**src/rtl/core/gsrs_pkg.sv**
```systemverilog
// shared constants and types for the genomic site run segmenter
// no dependencies; imported by every module of the block
package gsrs_pkg;

    // default sizes handed to the top-level parameters
    localparam int POS_BITS_DEF   = 32;
    localparam int COUNT_BITS_DEF = 16;

    // fixed field widths
    localparam int CHROM_W = 8;
    localparam int READS_W = 16;
    localparam int SSCORE_W = 16;
    localparam int DSCORE_W = 32;
    localparam int DGAP_W  = 32;

    localparam logic [DGAP_W-1:0] DESERT_GAP_RST = 32'd2000;

    // result queue
    localparam int QUEUE_DEPTH = 4;
    localparam int QPTR_W      = $clog2(QUEUE_DEPTH);
    localparam int QCNT_W      = $clog2(QUEUE_DEPTH + 1);

    // which of the two result slots the core produced this cycle
    typedef struct packed {
        logic first;
        logic second;
    } push_t;

endpackage

```
**src/rtl/core/genomic_site_run_segmenter_top.sv**
```systemverilog
// top level of the genomic site run segmenter
// depends on gsrs_pkg, gsrs_core and gsrs_queue
//
//  channel | direction | handshake          | carries
//  --------+-----------+--------------------+------------------------------------
//  s_      | in        | s_valid / s_ready  | one site request per transfer
//  m_      | out       | m_valid / m_ready  | one foreground domain per transfer
//  cfg_    | in        | cfg_we only        | desert_gap, written with no wait
//
// a site request is registered, processed once the queue has room, and its domains
// land in a four-entry result queue; one request per cycle sustained while the
// queue has room
// a request that closes a run and flushes another yields two domains, which drain
// one per cycle while m_ready is high; the queue needs room for two before a
// request is processed; m_ready low fills the queue and then holds s_ready low;
// synchronous active-low reset clears the run state and sets desert_gap to 2000
module genomic_site_run_segmenter_top import gsrs_pkg::*; #(
    parameter int POS_BITS   = POS_BITS_DEF,
    parameter int COUNT_BITS = COUNT_BITS_DEF
) (
    input  logic                  aclk,
    input  logic                  aresetn,
    // configuration
    input  logic                  cfg_we,
    input  logic [DGAP_W-1:0]     cfg_wdata,
    // site requests
    input  logic                  s_valid,
    output logic                  s_ready,
    input  logic [CHROM_W-1:0]    s_site_chrom,
    input  logic [POS_BITS-1:0]   s_site_start,
    input  logic [POS_BITS-1:0]   s_site_end,
    input  logic [READS_W-1:0]    s_read_count,
    input  logic                  s_site_class,
    input  logic [SSCORE_W-1:0]   s_site_score,
    input  logic                  s_stream_last,
    // domains
    output logic                  m_valid,
    input  logic                  m_ready,
    output logic [CHROM_W-1:0]    m_dom_chrom,
    output logic [POS_BITS-1:0]   m_dom_start,
    output logic [POS_BITS-1:0]   m_dom_end,
    output logic [COUNT_BITS-1:0] m_dom_sites,
    output logic [DSCORE_W-1:0]   m_dom_score,
    output logic                  m_result_last
);

    localparam int RES_W = CHROM_W + 2 * POS_BITS + COUNT_BITS + DSCORE_W + 1;

    // desert gap register
    logic [DGAP_W-1:0] desert_gap_reg;

    always_ff @(posedge aclk) begin
        if (!aresetn) begin
            desert_gap_reg <= DESERT_GAP_RST;
        end else if (cfg_we) begin
            desert_gap_reg <= cfg_wdata;
        end
    end

    // input register: one site request waiting for the core
    logic                  in_valid_reg, in_valid_next;
    logic [CHROM_W-1:0]    chrom_reg;
    logic [POS_BITS-1:0]   start_reg;
    logic [POS_BITS-1:0]   end_reg;
    logic [READS_W-1:0]    reads_reg;
    logic                  class_reg;
    logic [SSCORE_W-1:0]   score_reg;
    logic                  last_reg;

    logic                  room;
    logic                  take;
    logic                  s_fire;

    // core consumes the held request only when the queue can absorb two domains
    assign take          = in_valid_reg && room;
    assign s_ready       = !in_valid_reg || take;
    assign s_fire        = s_valid && s_ready;
    assign in_valid_next = s_fire || (in_valid_reg && !take);

    always_ff @(posedge aclk) begin
        if (!aresetn) begin
            in_valid_reg <= 1'b0;
        end else begin
            in_valid_reg <= in_valid_next;
        end
    end

    always_ff @(posedge aclk) begin
        if (s_fire) begin
            chrom_reg <= s_site_chrom;
            start_reg <= s_site_start;
            end_reg   <= s_site_end;
            reads_reg <= s_read_count;
            class_reg <= s_site_class;
            score_reg <= s_site_score;
            last_reg  <= s_stream_last;
        end
    end

    // segmentation core
    push_t            push;
    logic [RES_W-1:0] res0;
    logic [RES_W-1:0] res1;
    logic [RES_W-1:0] qout;

    gsrs_core #(
        .POS_BITS   (POS_BITS),
        .COUNT_BITS (COUNT_BITS)
    ) u_core (
        .aclk        (aclk),
        .aresetn     (aresetn),
        .take        (take),
        .desert_gap  (desert_gap_reg),
        .site_chrom  (chrom_reg),
        .site_start  (start_reg),
        .site_end    (end_reg),
        .read_count  (reads_reg),
        .site_class  (class_reg),
        .site_score  (score_reg),
        .stream_last (last_reg),
        .push        (push),
        .res0        (res0),
        .res1        (res1)
    );

    // result queue
    gsrs_queue #(
        .WIDTH (RES_W)
    ) u_queue (
        .aclk      (aclk),
        .aresetn   (aresetn),
        .push      (push),
        .din0      (res0),
        .din1      (res1),
        .room      (room),
        .out_valid (m_valid),
        .out_ready (m_ready),
        .dout      (qout)
    );

    // unpack {last, score, sites, end, start, chrom}
    assign {m_result_last, m_dom_score, m_dom_sites, m_dom_end,
            m_dom_start, m_dom_chrom} = qout;

endmodule

```
**src/rtl/core/gsrs_core.sv**
```systemverilog
// segmentation state and per-site next-state logic
// depends on gsrs_pkg; produces up to two packed domain records per site
module gsrs_core import gsrs_pkg::*; #(
    parameter int POS_BITS   = POS_BITS_DEF,
    parameter int COUNT_BITS = COUNT_BITS_DEF,
    localparam int RES_W     = CHROM_W + 2 * POS_BITS + COUNT_BITS + DSCORE_W + 1
) (
    input  logic                  aclk,
    input  logic                  aresetn,
    input  logic                  take,
    input  logic [DGAP_W-1:0]     desert_gap,
    input  logic [CHROM_W-1:0]    site_chrom,
    input  logic [POS_BITS-1:0]   site_start,
    input  logic [POS_BITS-1:0]   site_end,
    input  logic [READS_W-1:0]    read_count,
    input  logic                  site_class,
    input  logic [SSCORE_W-1:0]   site_score,
    input  logic                  stream_last,
    output push_t                 push,
    output logic [RES_W-1:0]      res0,
    output logic [RES_W-1:0]      res1
);

    localparam int CMP_W = (POS_BITS > DGAP_W) ? POS_BITS : DGAP_W;

    logic                  have_open_reg, have_open_next;
    logic [CHROM_W-1:0]    prev_chrom_reg, prev_chrom_next;
    logic [POS_BITS-1:0]   prev_end_reg, prev_end_next;
    logic                  prev_class_reg, prev_class_next;
    logic [CHROM_W-1:0]    run_chrom_reg, run_chrom_next;
    logic [POS_BITS-1:0]   run_start_reg, run_start_next;
    logic [COUNT_BITS-1:0] run_sites_reg, run_sites_next;
    logic [DSCORE_W-1:0]   run_score_reg, run_score_next;

    logic                  kept;
    logic [POS_BITS-1:0]   gap;
    logic                  brk;
    logic [DSCORE_W:0]     score_sum;
    logic                  emit0, emit1;

    assign kept      = (read_count != '0);
    // overlapping sites count as adjacent
    assign gap       = (site_start >= prev_end_reg) ? (site_start - prev_end_reg) : '0;
    assign brk       = (site_chrom != prev_chrom_reg) ||
                       (CMP_W'(gap) > CMP_W'(desert_gap));
    assign score_sum = {1'b0, run_score_reg} + (DSCORE_W + 1)'(site_score);

    always_comb begin
        have_open_next  = have_open_reg;
        prev_chrom_next = prev_chrom_reg;
        prev_end_next   = prev_end_reg;
        prev_class_next = prev_class_reg;
        run_chrom_next  = run_chrom_reg;
        run_start_next  = run_start_reg;
        run_sites_next  = run_sites_reg;
        run_score_next  = run_score_reg;
        emit0           = 1'b0;
        emit1           = 1'b0;
        if (take) begin
            if (kept) begin
                if (have_open_reg && !brk && (site_class == prev_class_reg)) begin
                    // same run continues
                    if (run_sites_reg != '1) begin
                        run_sites_next = run_sites_reg + 1'b1;
                    end
                    run_score_next = score_sum[DSCORE_W] ? '1 : score_sum[DSCORE_W-1:0];
                end else begin
                    // close the old run if it was foreground, open a new one
                    emit0          = have_open_reg && prev_class_reg;
                    run_chrom_next = site_chrom;
                    run_start_next = site_start;
                    run_sites_next = COUNT_BITS'(1);
                    run_score_next = DSCORE_W'(site_score);
                    have_open_next = 1'b1;
                end
                prev_chrom_next = site_chrom;
                prev_end_next   = site_end;
                prev_class_next = site_class;
            end
            if (stream_last && have_open_next) begin
                emit1          = prev_class_next;
                have_open_next = 1'b0;
            end
        end
    end

    always_ff @(posedge aclk) begin
        if (!aresetn) begin
            have_open_reg  <= 1'b0;
            prev_chrom_reg <= '0;
            prev_end_reg   <= '0;
            prev_class_reg <= 1'b0;
            run_chrom_reg  <= '0;
            run_start_reg  <= '0;
            run_sites_reg  <= '0;
            run_score_reg  <= '0;
        end else begin
            have_open_reg  <= have_open_next;
            prev_chrom_reg <= prev_chrom_next;
            prev_end_reg   <= prev_end_next;
            prev_class_reg <= prev_class_next;
            run_chrom_reg  <= run_chrom_next;
            run_start_reg  <= run_start_next;
            run_sites_reg  <= run_sites_next;
            run_score_reg  <= run_score_next;
        end
    end

    // record layout: {last, score, sites, end, start, chrom}
    assign res0 = {!emit1, run_score_reg, run_sites_reg, prev_end_reg,
                   run_start_reg, run_chrom_reg};
    assign res1 = {1'b1, run_score_next, run_sites_next, prev_end_next,
                   run_start_next, run_chrom_next};

    assign push.first  = emit0;
    assign push.second = emit1;

endmodule

```
**src/rtl/core/gsrs_queue.sv**
```systemverilog
// small result queue: takes up to two records a cycle, hands out one
// depends on gsrs_pkg for depth and push_t
module gsrs_queue import gsrs_pkg::*; #(
    parameter int WIDTH = 1
) (
    input  logic             aclk,
    input  logic             aresetn,
    input  push_t            push,
    input  logic [WIDTH-1:0] din0,
    input  logic [WIDTH-1:0] din1,
    output logic             room,
    output logic             out_valid,
    input  logic             out_ready,
    output logic [WIDTH-1:0] dout
);

    logic [WIDTH-1:0]  mem_reg [QUEUE_DEPTH];
    logic [QPTR_W-1:0] wptr_reg, wptr_next;
    logic [QPTR_W-1:0] rptr_reg, rptr_next;
    logic [QCNT_W-1:0] cnt_reg, cnt_next;
    logic [QPTR_W-1:0] waddr1;
    logic              pop;

    assign pop       = out_valid && out_ready;
    assign waddr1    = wptr_reg + QPTR_W'(push.first);
    assign wptr_next = wptr_reg + QPTR_W'(push.first) + QPTR_W'(push.second);
    assign rptr_next = rptr_reg + QPTR_W'(pop);
    assign cnt_next  = cnt_reg + QCNT_W'(push.first) + QCNT_W'(push.second) - QCNT_W'(pop);

    // room for a full pair of records
    assign room      = (cnt_reg <= QCNT_W'(QUEUE_DEPTH - 2));
    assign out_valid = (cnt_reg != '0);
    assign dout      = mem_reg[rptr_reg];

    always_ff @(posedge aclk) begin
        if (!aresetn) begin
            wptr_reg <= '0;
            rptr_reg <= '0;
            cnt_reg  <= '0;
        end else begin
            wptr_reg <= wptr_next;
            rptr_reg <= rptr_next;
            cnt_reg  <= cnt_next;
        end
    end

    always_ff @(posedge aclk) begin
        if (push.first) begin
            mem_reg[wptr_reg] <= din0;
        end
        if (push.second) begin
            mem_reg[waddr1] <= din1;
        end
    end

endmodule

```
**config.mk**
```make
export PLATFORM = sky130hd
export DESIGN_NAME = genomic_site_run_segmenter_top
export DESIGN_NICKNAME = d
export VERILOG_FILES = /design/src/rtl/core/gsrs_pkg.sv /design/src/rtl/core/genomic_site_run_segmenter_top.sv /design/src/rtl/core/gsrs_core.sv /design/src/rtl/core/gsrs_queue.sv
export SDC_FILE = /design/constraint.sdc
export NUM_CORES = 1
export LEC_CHECK = 0
export BUFFER_PORTS_ARGS = -buffer_cell sky130_fd_sc_hd__buf_4
export CORE_ASPECT_RATIO = 1.75
export CORE_UTILIZATION = 45
export DETAILED_ROUTE_END_ITERATION = 12
export MAX_ROUTING_LAYER = met4
export SYNTH_ARGS = -nofsm -noshare
export SYNTH_HDL_FRONTEND = slang
export SYNTH_SLANG_ARGS = --single-unit
```
**constraint.sdc**
```tcl
create_clock -name aclk -period 34.8 [get_ports aclk]
set_input_delay 3.48 -clock aclk [delete_from_list [all_inputs] [get_ports aclk]]
set_output_delay 3.48 -clock aclk [all_outputs]
set_load 0.005 [all_outputs]
```
==> impl_metrics.csv <==
group,metric,value,unit
status,outcome,"completed",
clock_tree,cts_tree,"built",
power_and_ir_drop,combPwrFrac,0.227,
logic_synthesis,ys_seq_area_frac,0.568,
timing,grt_setup_unrepaired,"false",
floorplanning,pin_count,266,
clock_tree,clkSinkCount,760,
power_and_ir_drop,worst_ir_drop_vdd,46.6,µV
cells_and_area,area_growth,13.8,%
detailed_routing,drc,0,
timing,tightestPinTransition,1.38,ns
floorplanning,core,81900,µm²
timing,skew,0.0243,ns
worst_setup_path,critPathTopFamily,"simple AND/OR/NAND/NOR gates",
global_routing,antenna_found_initial,0,
clock_tree,post_cts_buffers,0,
logic_synthesis,postSynthCellCount,3066,
worst_setup_path,setup.worst_path.class,"reg2reg",
timing,slew_violations,0,
worst_setup_path,path_buf_inv,4,
detailed_routing,via_per_inst,6.27,
logic_synthesis,synth_warnings,0,
logic_synthesis,synth_edf_count,586,
logic_synthesis,syn-num-nets,3299,
detailed_routing,drt_first_iter_violations,2419,
logic_synthesis,post_synth.cell_area_avg,12.1,µm²
detailed_routing,finalWirelength,119,mm
floorplanning,die_w,219,µm
global_routing,grt_start_max_net_pins,73,
placement,io_buffers,265,
cells_and_area,drive_gt1_frac,0.182,
run,cap_violations,0,
placement,place.gp.congestion,0.917,
placement,hpwl,75.5,mm
power_and_ir_drop,cellPowerDensity,58.5,nW/µm²
clock_tree,holdBufCountCts,0,
timing,slew_headroom,0.0747,
timing,final_hold_viol_count,0,
clock_tree,cts_resized,0,
floorplanning,row_count,139,
power_and_ir_drop,intPower,1.73,mW
detailed_routing,vias,27100,
power_and_ir_drop,seq_power_share,0.441,
min_path,hp-class,"reg2reg",
worst_setup_path,crit_chain,"ha_1, inv_1, fa_1, a21o_1, a311oi_2, o41a_1, a31oi_1, or4b_1, a41oi_2, buf_4, nor2_1, ha_1, nand4_1, or4_1, nor2_1, nand4_2, o31ai_4, buf_4, nor3_4, ha_1, xnor2_1, nand3_1, nand2_4, buf_4",
power_and_ir_drop,p_switching,743,µW
cells_and_area,final_area,42200,µm²
timing,setup_violations,0,
cells_and_area,fillCellCount,7023,
min_path,holdPathEnd,"u_core.prev_chrom_reg[6]",
worst_setup_path,required,35.07,ns
worst_setup_path,r2r_cells,24,
worst_setup_path,regToRegSetupSlack,25.10,ns
clock_tree,numCtsBuffers,73,
worst_setup_path,r2r-end,"u_queue.mem_reg[1][18]",
global_routing,grt_pass1_wl,175,mm
logic_synthesis,synth.distinct_cells,84,
timing,fmax,0.103,GHz
min_path,min_from,"u_core.prev_chrom_reg[6]",
floorplanning,dieHeight,382,µm
cells_and_area,largest_reg_flops,484,
detailed_routing,postRouteAntennaNets,0,
worst_setup_path,cp-start-kind,"flip-flop",
worst_setup_path,crit_fanout,62,
worst_setup_path,r2r_start,"u_core.prev_end_reg[0]",
worst_setup_path,cpPeakStageDelay,1.08,ns
detailed_routing,drt_first_pass_iters,6,
detailed_routing,wl_per_cell,27.4,µm
clock_tree,clock_latency,0.67,ns
floorplanning,start_util,0.453,
cells_and_area,nets,3443,
clock_tree,cts_buffer_depth,3,
cells_and_area,num_antenna_cells,0,
power_and_ir_drop,power.total,2.47,mW
min_path,hold_depth,2,
power_and_ir_drop,leakage,14.3,nW
clock_tree,cts.clk_slew.worst_paths,0.06,ns
timing,final.period_utilization,0.279,
worst_setup_path,cp.arrival,9.97,ns
logic_synthesis,dominantRegCellSynth,"edfxtp_1",
global_routing,overflow,0,
power_and_ir_drop,swShare,0.301,
placement,placed_area,39900,µm²
logic_synthesis,syn-cell-area,37100,µm²
worst_setup_path,worstSetupEndpointType,"flip-flop",
timing,setup_tns,0,ns
clock_tree,htreeDepth,3,
logic_synthesis,ys_async_sr_fraction,0,
timing,fin_crit,9.70,ns
logic_synthesis,synth-seq-cells,760,
power_and_ir_drop,p_clk_frac,0.332,
clock_tree,root_buffer,"clkbuf_16",
worst_setup_path,cpMaxStageDelayCell,"nand2_4",
global_routing,grt_use_total,0.293,
global_routing,grt_pass1_vias,27800,
floorplanning,die_area,83700,µm²
-- power by group through the flow --
| stage | registers [mW] | clock network (mW) | logic, mW |
|---|---|---|---|
| finish | 1.09 | 0.820 | 0.562 |
| global route | 1.10 | 0.861 | 0.607 |
| CTS | 1.09 | 0.832 | 0.567 |
| detailed placement | 1.11 | 0 | 0.565 |
| global placement | 1.11 | 0 | 0.558 |
| floorplan | 1.07 | 0 | 0.360 |
-- cells in the mapped netlist (5+ instances only) --
library cell | n | area [µm²]
a211oi_1 | 10 | 75.1
a21o_1 | 21 | 158
a21oi_1 | 177 | 886
a22o_1 | 345 | 3020
a31oi_1 | 46 | 288
a41oi_1 | 8 | 70.1
and2_1 | 22 | 138
and3_1 | 22 | 138
and4_1 | 5 | 43.8
buf_1 | 26 | 97.6
buf_2 | 68 | 340
buf_6 | 8 | 90.1
clkbuf_1 | 131 | 492
dfxtp_1 | 174 | 3480
edfxtp_1 | 586 | 17600
ha_1 | 86 | 1080
inv_1 | 91 | 342
mux2i_1 | 31 | 310
mux4_2 | 121 | 2730
nand2_1 | 351 | 1320
nand2b_1 | 9 | 56.3
nand3_1 | 91 | 455
nand4_1 | 28 | 175
nor2_1 | 146 | 548
nor2_2 | 5 | 31.3
nor2b_1 | 9 | 56.3
nor3_1 | 49 | 245
nor4_1 | 8 | 50.1
o2111ai_1 | 6 | 52.6
o211ai_1 | 13 | 97.6
o21a_1 | 8 | 60.1
o21ai_0 | 131 | 656
o21ai_1 | 40 | 200
o21bai_1 | 5 | 37.5
o221a_2 | 5 | 56.3
o22ai_1 | 16 | 100
or3_1 | 12 | 75.1
xnor2_1 | 40 | 350
xor2_1 | 24 | 210
-- cell families after synthesis --
kind of cell               after synthesis  share of synthesized area
and+or+nand+nor                        786                     0.0968
xor gates and xnor gates                64                     0.0151
buffers and inverters                  330                     0.0377
AOI/OAI and AO/OA                      882                      0.169
adders and majority gates               90                     0.0312
DFF                                    760                      0.568
muxes                                  154                     0.0825
-- how the worst max path moves through the flow --
| stage | startpoint | endpoint | cells after the start |
|---|---|---|---|
| after floorplan | start_reg[0] | u_queue.mem_reg[3][0] | 22 |
| after global placement | u_core.prev_end_reg[0] | u_queue.mem_reg[1][9] | 24 |
| after detailed placement | u_core.prev_end_reg[0] | u_queue.mem_reg[1][12] | 24 |
| after CTS | u_core.prev_end_reg[0] | u_queue.mem_reg[1][21] | 24 |
| after global routing | u_core.prev_end_reg[0] | u_queue.mem_reg[1][23] | 24 |
| final | u_core.prev_end_reg[0] | u_queue.mem_reg[1][18] | 24 |
-- tightest hold or removal path: cells and delay by family (launching register included) --
family / cells / cell delay (ns)
DFF: 1 / 0.32
and+or+nand+nor: 1 / 0.06
AOI/OAI and AO/OA: 1 / 0.06
-- cell type report --
| class | instances | area, µm² | share of cell area |
|---|---|---|---|
| clock inverters | 32 | 380 | 0.00900 |
| well taps | 1057 | 1320 | 0.0313 |
| flip-flops and latches | 760 | 21100 | 0.499 |
| clock buffers | 103 | 2010 | 0.0476 |
| multi-input cells | 1976 | 14800 | 0.350 |
| inverters | 92 | 348 | 0.00823 |
| repair buffers | 307 | 2300 | 0.0546 |
-- routing by layer --
metal  wire length (µm)  share of wire  vias up  global-route usage
met2              61100           0.52     1219               0.501
met1              42900           0.36    13500               0.324
met3               7520          0.063      297              0.0375
met4               7140          0.060        0               0.174
li1                   -              -    12100                   -
met5                  0              0        -                   -
-- per-stage QoR --
step                      utilization  std cells  setup WS (ns)  hold slack [ns]
after floorplan                     -       3066          20.79            0.449
after global placement          0.487       4192          25.44            0.455
after detailed placement        0.487       4192          25.14            0.468
after CTS                       0.516       4327          25.12            0.476
after global routing            0.516       4327          24.64            0.504
final                           0.516       4327          25.10            0.477
-- cells in the final DEF, fill, tap and decap left out, types with 22 or more instances in the layout --
cell type and count:
ha_1 86, inv_1 90, clkbuf_16 74, xnor2_1 40, edfxtp_1 586, dfxtp_1 172, o21ai_0 130, and3_1 22
nor2_1 141, nand3_1 91, mux4_2 121, xor2_1 24, nand2_1 348, buf_4 307, nand4_1 28, a31oi_1 46
clkbuf_1 24, a22o_1 345, a21oi_1 177, nor3_1 46, mux2i_1 31, o21ai_1 39
(Power assumes the default switching activity.)
